--- src/rtl/dtq_pkg.sv ---
// ----------------------------------------------------------------------------
// dtq_pkg: shared definitions of the delta timer queue
// Sizes, request and status codes used by the queue and its checker.
// ----------------------------------------------------------------------------
package dtq_pkg;

   localparam int NUM_ENTRIES = 32;
   localparam int DELAY_BITS  = 32;

   localparam int ENTRY_BITS  = $clog2(NUM_ENTRIES);
   localparam int COUNT_BITS  = $clog2(NUM_ENTRIES + 1);

   // Fixed widths of the item fields on the ports
   localparam int ID_FIELD_BITS    = 5;
   localparam int DELAY_FIELD_BITS = 32;
   localparam int REQ_DATA_BITS    = 40;
   localparam int RSP_DATA_BITS    = 72;

   typedef logic [1:0] req_code_type;
   localparam req_code_type REQ_ADD    = 2'd0;
   localparam req_code_type REQ_REMOVE = 2'd1;
   localparam req_code_type REQ_PEEK   = 2'd2;

   typedef logic [1:0] status_type;
   localparam status_type STS_OK      = 2'd0;
   localparam status_type STS_EMPTY   = 2'd1;
   localparam status_type STS_PRESENT = 2'd2;
   localparam status_type STS_ABSENT  = 2'd3;

endpackage

--- src/rtl/delta_timer_queue_unit.sv ---
// ----------------------------------------------------------------------------
// delta_timer_queue_unit: differential timer queue
// Keeps numbered entries in a doubly linked chain ordered by absolute delay;
// each entry stores only its delta to the entry in front of it. Add walks
// the chain with one shared add/subtract unit, remove merges the delta of
// the unlinked entry into its successor, peek reports the head.
//
//   channel | dir | tuser            | tdata (lowest bit first)
//   --------+-----+------------------+-------------------------------------
//   req     | in  | [1:0] req_type   | [4:0] entry_id, [36:5] delay, 0 pad
//   rsp     | out | [1:0] status     | [0] first_valid, [5:1] first_id,
//           |     |                  | [37:6] first_delta,
//           |     |                  | [69:38] removed_delta, 0 pad
//
// The add walk visits one chain entry per cycle through the single read
// port of the link and delta memories.
// req_tready is high only while the sequencer is idle; one item at a time.
// A finished item waits in the rsp output register; the next item is taken
// meanwhile and stalls only at its own final step.
// Reset clears the membership flags, head, tail and count at once; the
// delta and link memories need no clearing pass.
// ----------------------------------------------------------------------------
module delta_timer_queue_unit (
   input  logic        clock,
   input  logic        reset,
   // request channel
   input  logic        req_tvalid,
   output logic        req_tready,
   input  logic [39:0] req_tdata,   // entry_id[4:0], delay[36:5], zero pad
   input  logic [1:0]  req_tuser,   // req_type[1:0]
   // result channel
   output logic        rsp_tvalid,
   input  logic        rsp_tready,
   output logic [71:0] rsp_tdata,   // first_valid[0], first_id[5:1],
                                    // first_delta[37:6], removed_delta[69:38]
   output logic [1:0]  rsp_tuser    // status[1:0]
);

   localparam int EB = dtq_pkg::ENTRY_BITS;
   localparam int CB = dtq_pkg::COUNT_BITS;
   localparam int DB = dtq_pkg::DELAY_BITS;

   typedef enum logic [3:0] {
      S_IDLE,
      S_DECODE,
      S_WALK,
      S_LINK_A,
      S_LINK_B,
      S_RM_GET,
      S_RM_UPD,
      S_FIN_RD,
      S_FIN
   } state_type;

   // ---------------------------------------------------------------------
   // Registers
   // ---------------------------------------------------------------------
   state_type                 state_ff,   state_in;
   dtq_pkg::req_code_type     typ_ff,     typ_in;
   logic [EB-1:0]             id_ff,      id_in;
   logic                      range_ff,   range_in;
   logic [DB-1:0]             rest_ff,    rest_in;
   logic [EB-1:0]             cur_ff,     cur_in;
   logic [CB-1:0]             k_ff,       k_in;
   logic                      found_ff,   found_in;
   logic [EB-1:0]             head_ff,    head_in;
   logic [EB-1:0]             tail_ff,    tail_in;
   logic [CB-1:0]             count_ff,   count_in;
   logic [dtq_pkg::NUM_ENTRIES-1:0] flags_ff, flags_in;
   dtq_pkg::status_type       status_ff,  status_in;
   logic [DB-1:0]             removed_ff, removed_in;
   logic [EB-1:0]             nx_ff,      nx_in;
   logic [EB-1:0]             pv_ff,      pv_in;
   logic                      ishead_ff,  ishead_in;
   logic                      istail_ff,  istail_in;
   logic                      rsp_valid_ff, rsp_valid_in;
   logic [71:0]               rsp_data_ff,  rsp_data_in;
   dtq_pkg::status_type       rsp_user_ff,  rsp_user_in;

   // ---------------------------------------------------------------------
   // Delta, next and prev memories: one write port each, one shared read
   // address, registered read data
   // ---------------------------------------------------------------------
   logic [DB-1:0] delta_mem [dtq_pkg::NUM_ENTRIES];
   logic [EB-1:0] next_mem  [dtq_pkg::NUM_ENTRIES];
   logic [EB-1:0] prev_mem  [dtq_pkg::NUM_ENTRIES];

   logic          rd_en;
   logic [EB-1:0] rd_addr;
   logic [DB-1:0] rd_delta_ff;
   logic [EB-1:0] rd_next_ff;
   logic [EB-1:0] rd_prev_ff;

   logic          dwr_en, nwr_en, pwr_en;
   logic [EB-1:0] dwr_addr, nwr_addr, pwr_addr;
   logic [DB-1:0] dwr_data;
   logic [EB-1:0] nwr_data, pwr_data;

   always_ff @(posedge clock) begin
      if (dwr_en) begin
         delta_mem[dwr_addr] <= dwr_data;
      end
      if (nwr_en) begin
         next_mem[nwr_addr] <= nwr_data;
      end
      if (pwr_en) begin
         prev_mem[pwr_addr] <= pwr_data;
      end
      if (rd_en) begin
         rd_delta_ff <= delta_mem[rd_addr];
         rd_next_ff  <= next_mem[rd_addr];
         rd_prev_ff  <= prev_mem[rd_addr];
      end
   end

   // ---------------------------------------------------------------------
   // Shared add/subtract unit: walk compare, successor reduce, merge on
   // remove. With subtract, carry high means a >= b.
   // ---------------------------------------------------------------------
   logic [DB-1:0] alu_a, alu_b, alu_sum;
   logic          alu_sub, alu_carry;

   always_comb begin
      alu_a   = rest_ff;
      alu_b   = rd_delta_ff;
      alu_sub = 1'b1;
      unique case (state_ff)
         S_LINK_A: begin
            alu_a = rd_delta_ff;
            alu_b = rest_ff;
         end
         S_RM_UPD: begin
            alu_a   = rd_delta_ff;
            alu_b   = removed_ff;
            alu_sub = 1'b0;
         end
         default: begin
         end
      endcase
   end

   assign {alu_carry, alu_sum} = {1'b0, alu_a} + {1'b0, (alu_sub ? ~alu_b : alu_b)}
                               + {{DB{1'b0}}, alu_sub};

   // ---------------------------------------------------------------------
   // Request decode helpers
   // ---------------------------------------------------------------------
   logic req_fire;
   logic out_free;
   logic member;
   logic [dtq_pkg::ID_FIELD_BITS-1:0]    req_id;
   logic [dtq_pkg::DELAY_FIELD_BITS-1:0] req_delay;

   assign req_tready = (state_ff == S_IDLE);
   assign req_fire   = req_tvalid && req_tready;
   assign out_free   = !rsp_valid_ff || rsp_tready;
   assign member     = flags_ff[id_ff];
   assign req_id     = req_tdata[dtq_pkg::ID_FIELD_BITS-1:0];
   assign req_delay  = req_tdata[dtq_pkg::ID_FIELD_BITS +: dtq_pkg::DELAY_FIELD_BITS];

   // ---------------------------------------------------------------------
   // Sequencer
   // ---------------------------------------------------------------------
   always_comb begin
      state_in     = state_ff;
      typ_in       = typ_ff;
      id_in        = id_ff;
      range_in     = range_ff;
      rest_in      = rest_ff;
      cur_in       = cur_ff;
      k_in         = k_ff;
      found_in     = found_ff;
      head_in      = head_ff;
      tail_in      = tail_ff;
      count_in     = count_ff;
      flags_in     = flags_ff;
      status_in    = status_ff;
      removed_in   = removed_ff;
      nx_in        = nx_ff;
      pv_in        = pv_ff;
      ishead_in    = ishead_ff;
      istail_in    = istail_ff;
      rsp_valid_in = rsp_valid_ff && !rsp_tready;
      rsp_data_in  = rsp_data_ff;
      rsp_user_in  = rsp_user_ff;

      rd_en    = 1'b0;
      rd_addr  = head_ff;
      dwr_en   = 1'b0;
      dwr_addr = id_ff;
      dwr_data = rest_ff;
      nwr_en   = 1'b0;
      nwr_addr = id_ff;
      nwr_data = cur_ff;
      pwr_en   = 1'b0;
      pwr_addr = id_ff;
      pwr_data = rd_prev_ff;

      unique case (state_ff)
         S_IDLE: begin
            if (req_fire) begin
               typ_in     = req_tuser;
               id_in      = EB'(req_id);
               range_in   = (32'(req_id) < 32'(dtq_pkg::NUM_ENTRIES));
               rest_in    = DB'(req_delay);
               removed_in = '0;
               status_in  = dtq_pkg::STS_OK;
               state_in   = S_DECODE;
            end
         end

         S_DECODE: begin
            state_in = S_FIN_RD;
            unique case (typ_ff)
               dtq_pkg::REQ_ADD: begin
                  if (!range_ff) begin
                     status_in = dtq_pkg::STS_ABSENT;
                  end else if (member) begin
                     status_in = dtq_pkg::STS_PRESENT;
                  end else if (32'(count_ff) >= 32'(dtq_pkg::NUM_ENTRIES)) begin
                     status_in = dtq_pkg::STS_ABSENT;
                  end else if (count_ff == '0) begin
                     found_in = 1'b0;
                     state_in = S_LINK_B;
                  end else begin
                     // start the walk at the head
                     rd_en    = 1'b1;
                     rd_addr  = head_ff;
                     cur_in   = head_ff;
                     k_in     = '0;
                     state_in = S_WALK;
                  end
               end
               dtq_pkg::REQ_REMOVE: begin
                  if (!range_ff || !member) begin
                     status_in = dtq_pkg::STS_ABSENT;
                  end else begin
                     rd_en    = 1'b1;
                     rd_addr  = id_ff;
                     state_in = S_RM_GET;
                  end
               end
               default: begin
                  // peek, and the unused code handled the same way
                  status_in = (count_ff == '0) ? dtq_pkg::STS_EMPTY : dtq_pkg::STS_OK;
               end
            endcase
         end

         S_WALK: begin
            if (!alu_carry) begin
               // remaining delay strictly below this delta: insert in front
               found_in = 1'b1;
               state_in = S_LINK_A;
            end else begin
               rest_in = alu_sum;
               if (k_ff == count_ff - CB'(1)) begin
                  found_in = 1'b0;
                  state_in = S_LINK_A;
               end else begin
                  rd_en   = 1'b1;
                  rd_addr = rd_next_ff;
                  cur_in  = rd_next_ff;
                  k_in    = k_ff + CB'(1);
               end
            end
         end

         S_LINK_A: begin
            if (found_ff) begin
               // reduce the successor, point the new entry at it
               dwr_en   = 1'b1;
               dwr_addr = cur_ff;
               dwr_data = alu_sum;
               nwr_en   = 1'b1;
               nwr_addr = id_ff;
               nwr_data = cur_ff;
               pwr_en   = (cur_ff != head_ff);
               pwr_addr = id_ff;
               pwr_data = rd_prev_ff;
            end else begin
               // append behind the tail
               nwr_en   = 1'b1;
               nwr_addr = tail_ff;
               nwr_data = id_ff;
               pwr_en   = 1'b1;
               pwr_addr = id_ff;
               pwr_data = tail_ff;
            end
            state_in = S_LINK_B;
         end

         S_LINK_B: begin
            dwr_en   = 1'b1;
            dwr_addr = id_ff;
            dwr_data = rest_ff;
            if (count_ff == '0) begin
               head_in = id_ff;
               tail_in = id_ff;
            end else if (found_ff) begin
               if (cur_ff == head_ff) begin
                  head_in = id_ff;
               end else begin
                  nwr_en   = 1'b1;
                  nwr_addr = rd_prev_ff;
                  nwr_data = id_ff;
               end
               pwr_en   = 1'b1;
               pwr_addr = cur_ff;
               pwr_data = id_ff;
            end else begin
               tail_in = id_ff;
            end
            flags_in[id_ff] = 1'b1;
            count_in        = count_ff + CB'(1);
            state_in        = S_FIN_RD;
         end

         S_RM_GET: begin
            removed_in = rd_delta_ff;
            nx_in      = rd_next_ff;
            pv_in      = rd_prev_ff;
            ishead_in  = (id_ff == head_ff);
            istail_in  = (id_ff == tail_ff);
            if (id_ff != tail_ff) begin
               rd_en   = 1'b1;
               rd_addr = rd_next_ff;
            end
            state_in = S_RM_UPD;
         end

         S_RM_UPD: begin
            if (!istail_ff) begin
               // merge the removed delta into the successor
               dwr_en   = 1'b1;
               dwr_addr = nx_ff;
               dwr_data = alu_sum;
            end
            if (ishead_ff && istail_ff) begin
               head_in = '0;
               tail_in = '0;
            end else if (ishead_ff) begin
               head_in = nx_ff;
            end else if (istail_ff) begin
               tail_in = pv_ff;
            end else begin
               nwr_en   = 1'b1;
               nwr_addr = pv_ff;
               nwr_data = nx_ff;
               pwr_en   = 1'b1;
               pwr_addr = nx_ff;
               pwr_data = pv_ff;
            end
            flags_in[id_ff] = 1'b0;
            count_in        = count_ff - CB'(1);
            state_in        = S_FIN_RD;
         end

         S_FIN_RD: begin
            rd_en    = 1'b1;
            rd_addr  = head_ff;
            state_in = S_FIN;
         end

         S_FIN: begin
            // hold until the output register is free
            if (out_free) begin
               rsp_valid_in = 1'b1;
               rsp_user_in  = status_ff;
               rsp_data_in  = '0;
               if (count_ff != '0) begin
                  rsp_data_in[0]    = 1'b1;
                  rsp_data_in[5:1]  = dtq_pkg::ID_FIELD_BITS'(head_ff);
                  rsp_data_in[37:6] = dtq_pkg::DELAY_FIELD_BITS'(rd_delta_ff);
               end
               rsp_data_in[69:38] = dtq_pkg::DELAY_FIELD_BITS'(removed_ff);
               state_in           = S_IDLE;
            end
         end

         default: begin
            state_in = S_IDLE;
         end
      endcase
   end

   always_ff @(posedge clock) begin
      if (reset) begin
         state_ff     <= S_IDLE;
         head_ff      <= '0;
         tail_ff      <= '0;
         count_ff     <= '0;
         flags_ff     <= '0;
         rsp_valid_ff <= 1'b0;
      end else begin
         state_ff     <= state_in;
         head_ff      <= head_in;
         tail_ff      <= tail_in;
         count_ff     <= count_in;
         flags_ff     <= flags_in;
         rsp_valid_ff <= rsp_valid_in;
      end
      typ_ff      <= typ_in;
      id_ff       <= id_in;
      range_ff    <= range_in;
      rest_ff     <= rest_in;
      cur_ff      <= cur_in;
      k_ff        <= k_in;
      found_ff    <= found_in;
      status_ff   <= status_in;
      removed_ff  <= removed_in;
      nx_ff       <= nx_in;
      pv_ff       <= pv_in;
      ishead_ff   <= ishead_in;
      istail_ff   <= istail_in;
      rsp_data_ff <= rsp_data_in;
      rsp_user_ff <= rsp_user_in;
   end

   assign rsp_tvalid = rsp_valid_ff;
   assign rsp_tdata  = rsp_data_ff;
   assign rsp_tuser  = rsp_user_ff;

endmodule

--- config.mk ---
export PLATFORM = sky130hd
export DESIGN_NAME = delta_timer_queue_unit
export DESIGN_NICKNAME = d
export VERILOG_FILES = /design/src/rtl/dtq_pkg.sv /design/src/rtl/delta_timer_queue_unit.sv
export SDC_FILE = /design/constraint.sdc
export NUM_CORES = 2
export LEC_CHECK = 0
export ABC_AREA = 1
export BUFFER_PORTS_ARGS = -buffer_cell sky130_fd_sc_hd__buf_4
export CAP_MARGIN = 20
export CORE_ASPECT_RATIO = 1.5
export CORE_MARGIN = 4
export CORE_UTILIZATION = 40
export CTS_CLUSTER_SIZE = 25
export DETAILED_ROUTE_END_ITERATION = 8
export REMOVE_ABC_BUFFERS = 1
export SETUP_SLACK_MARGIN = 0.2
export SLEW_MARGIN = 10
export SYNTH_ARGS = -nofsm -noshare
export SYNTH_HDL_FRONTEND = slang
export SYNTH_SLANG_ARGS = --single-unit
--- constraint.sdc ---
create_clock -name clock -period 6.29 [get_ports clock]
set_input_delay 0.9435 -clock clock [delete_from_list [all_inputs] [get_ports clock]]
set_output_delay 0.9435 -clock clock [all_outputs]
set_load 0.02 [all_outputs]
==> summary.md <==
The utilization of the core after routing is 45.53%, and the transition time at the pin with the least slew margin is 1.316 ns. In the global route stage, overall resource usage came out at 22.88%. The relative slew slack was 12.24%; the floorplan die height was 539.1 microns. By instance count, the cell type seen most on the critical path is nand2_1. The wire length after detailed routing was 230,800 microns; the average routed wire per standard cell was 22.99 microns.

The tree is rooted in a clkbuf_16. The number of buffers and inverters on the critical path is 6. Flip-flop cell with the highest count after synthesis: edfxtp_1.

The number of DRC markers in iteration 0 was 5,875. In the final layout, the share of cells above drive strength 1 is 8.434%. Number of nets at the end of the flow: 7,554.

The die covers 195,200 sq um. Averaged over all synthesized cells, the footprint is 10.11 sq um. Counting flops with an async set or reset pin after synthesis yields a share of 0%. The run gives 0 as the max-slew violation count. Setup violations remaining at the end of the flow were counted as 0.

For the setup slack after placement, the log shows 0.2380 ns. The netlist uses 54 different library cells. In the layout the commonest cells are edfxtp_1, nand3_1, nand2_1, inv_1, nand3b_1. The flop and latch count out of synthesis works out to 1,608.

The run gives 0 as the total of hold buffers inserted after clock tree synthesis. Number of synthesized flops with an enable pin: 1,555. The worst setup path is captured at a register. The total power consumption of the routed design was 50,520 uW. edfxtp_1 takes more of the synthesized area than any other cell.

Sequential elements use 63.49% of the synthesized area. The pre-antenna-repair detailed-routing pass consisted of 8 iterations. Grouping stages by cell kind, the critical path spends the most delay in simple AND/OR/NAND/NOR gates. The clock net sink count was 1,608; the global-route wire length before repair was 336,700 microns. After synthesis the cells add up to 75,220 sq um. The synthesized instance count came out at 7,437.

Setup repair after global routing left no endpoint under its margin. The remaining global-route overflow was 0; the number of hold violations in the final report was 0. TritonCTS built the clock tree. The data arrival at the endpoint of the critical path is 6.37 ns, and the ratio of final minimum period to clock period is 91.90%.

The tools report the data required time of the critical path as 6.87 ns. The worst hold path depth is 1, and the clock transition at the registers of the reported paths is 0.07 ns. For the worst-skew pair, the clock arrives at the later sink with an insertion delay of 0.84 ns. The run gives 7 as the number of antenna violations at the first check in global routing. The number of warnings reported in the yosys synthesis log is 0, and the maximum clock skew at final layout is 0.07812 ns. The run finished with clean final reports. Entering global routing, the biggest net connects 204 pins.

The worst register-to-register path has a depth of 32. Switching power total: 23,200 uW. The tightest hold margin was 0.3403 ns; the shortest clock period the worst path allows after layout was 5.781 ns. Port buffering added 116 buffers. Leaving out fill and tap cells, the most frequent cell in the layout is edfxtp_1. Along the worst path, the maximum fanout reaches 74.

Routability-driven placement finished with a final weighted congestion of 0.9451. The run gives 52,889 as the number of global-route vias before repair. IR analysis of the VDD net gives a maximum drop of 717.0 uV.

Timing would allow up to 0.1730 GHz. The setup path with the least slack is of type reg2reg. The routed layout has 54,971 vias.

After clock tree synthesis, the repair step resized 0 gates. Once routing completed, OpenROAD measured the worst setup slack at 0.5094 ns. Internal power comes to 27,320 uW. The run gives 79,680 sq um as the placed cell area. The die is 362.1 microns wide.

Dividing the detail-routed via count by the number of cells gives 5.476. The TritonCTS buffer count was 166. The slowest cell on the critical path is fa_1. STA classifies the critical path startpoint as a register. The H-tree generated during clock tree synthesis spans 4 levels. Across the run, the number of max-cap violations was 0. In this run the static leakage power is 0.03419 uW.

Once detail routing completed, the nets flagged for antenna violations numbered 0. After routing the design area is 84,990 sq um. The clock passes through at most 4 buffers.

The critical path runs through a total of 32 cells. For this run, design rule violations remaining after detail routing come to 0. On the worst path, the slowest cell contributes a delay of 0.53 ns. For this configuration, the core starts out at a cell density of 40.30%. The clock network accounts for 19.1% of the total power. The proportion of total power due to net switching is 45.92%, and the top cell type's share of synthesized area is 62.07%. The logs give 0 for the number of buffers inserted to repair setup after CTS and 30.6% for the proportion of power drawn by flip-flops and latches.

By area the synthesized netlist is led by edfxtp_1, nand3_1, nand2_1. The relative contribution of combinational cells to total power came out at 50.3%. Type of the worst min-delay path: in2reg. After legalization and detailed placement, the total HPWL measured 130,900 microns. Total I/O pin count: 122.

Power spread over the standard cell area amounts to 594.4 nW/um^2. Compared with the post-synthesis result, the final layout area differs by 12.99%. After floorplanning, the core was sized to cover 186,700 sq um. In this run the core area contains 194 standard-cell rows.
power by group through the flow:
stage | clock (uW) | sequential (uW) | combinational (uW)
5_1_grt | 10200 | 15500 | 27700
6_report | 9640 | 15500 | 25400
3_3_place_gp | 0 | 15600 | 24700
4_1_cts | 9780 | 15400 | 25200
2_1_floorplan | 0 | 15300 | 13400
3_5_place_dp | 0 | 15700 | 25100
cells by family after synthesis:
family,count (synthesis),synth area share (%)
xor+xnor,43,0.5007
fa+ha+maj,36,0.6088
simple gates,3671,23.17
other cells,1,0.004985
flops,1608,63.49
buf+inv,1624,8.634
compound gates,454,3.599
path summary, 6_finish.rpt:
kind                               start                         to  slack [ns]
max             state_ff[3]$_SDFFE_PP0P_  rd_delta_ff[11]$_DFFE_PP_        0.51
min                         req_tuser[0]        typ_ff[0]$_DFFE_PP_        0.34
max reg2reg     state_ff[3]$_SDFFE_PP0P_  rd_delta_ff[11]$_DFFE_PP_        0.51
min reg2reg  removed_ff[7]$_SDFFCE_PN0P_    rsp_tdata[45]$_DFFE_PP_        0.46
Yosys cell counts (all sizes together), types with 4 or more instances:
master / number
xor2: 22
nand3b: 423
o2111ai: 24
a22oi: 4
nor2: 310
dfxtp: 53
a311oi: 13
nor3: 29
o21a: 4
clkbuf: 174
a21o: 4
xnor2: 21
ha: 35
o221ai: 7
a21oi: 120
buf: 267
edfxtp: 1555
a211oi: 13
o21ai: 187
clkinv: 5
nand4: 18
inv: 1178
a221oi: 18
o211ai: 16
nand3: 1483
or2: 5
o31ai: 5
a31oi: 15
nand2: 1401
o22ai: 12
a2111oi: 5
final cells by class:
| class | instances | area [sq um] |
|---|---|---|
| inverter | 1183 | 4451 |
| fill | 17062 | 101700 |
| clock buffer | 204 | 4339 |
| sequential | 1608 | 47760 |
| timing repair buffer | 307 | 3019 |
| multi-input combinational | 4206 | 21530 |
| clock inverter | 80 | 825.8 |
| antenna | 1 | 2.502 |
| tap | 2450 | 3065 |
sequential cells by signal, indices dropped and copies added, names as in the netlist, 6 cells and up, named ones only:
name / count
removed_ff: 32
rd_delta_ff: 32
delta_mem: 1024
rsp_tdata: 70
next_mem: 160
rest_ff: 32
count_ff: 6
prev_mem: 160
k_ff: 6
per-layer routing:
layer  share of wire (%)  global-route usage, %  vias to the layer above  wire [microns]
li1                    -                      -                    25243               -
met5              0.0056                      0                        -              13
met3                 8.5                  4.192                      538           19550
met1                  39                  28.86                    26774           89880
met4                 4.5                  9.825                        2           10460
met2                  48                  38.59                     2414          110900
through the flow:
stage,std cells,setup TNS [ns]
6_report,10039,0
5_1_grt,10039,0
4_1_cts,10035,0
3_5_place_dp,9751,0
3_3_place_gp,9749,0
2_1_floorplan,6997,-380.19
(Power assumes the default switching activity.)
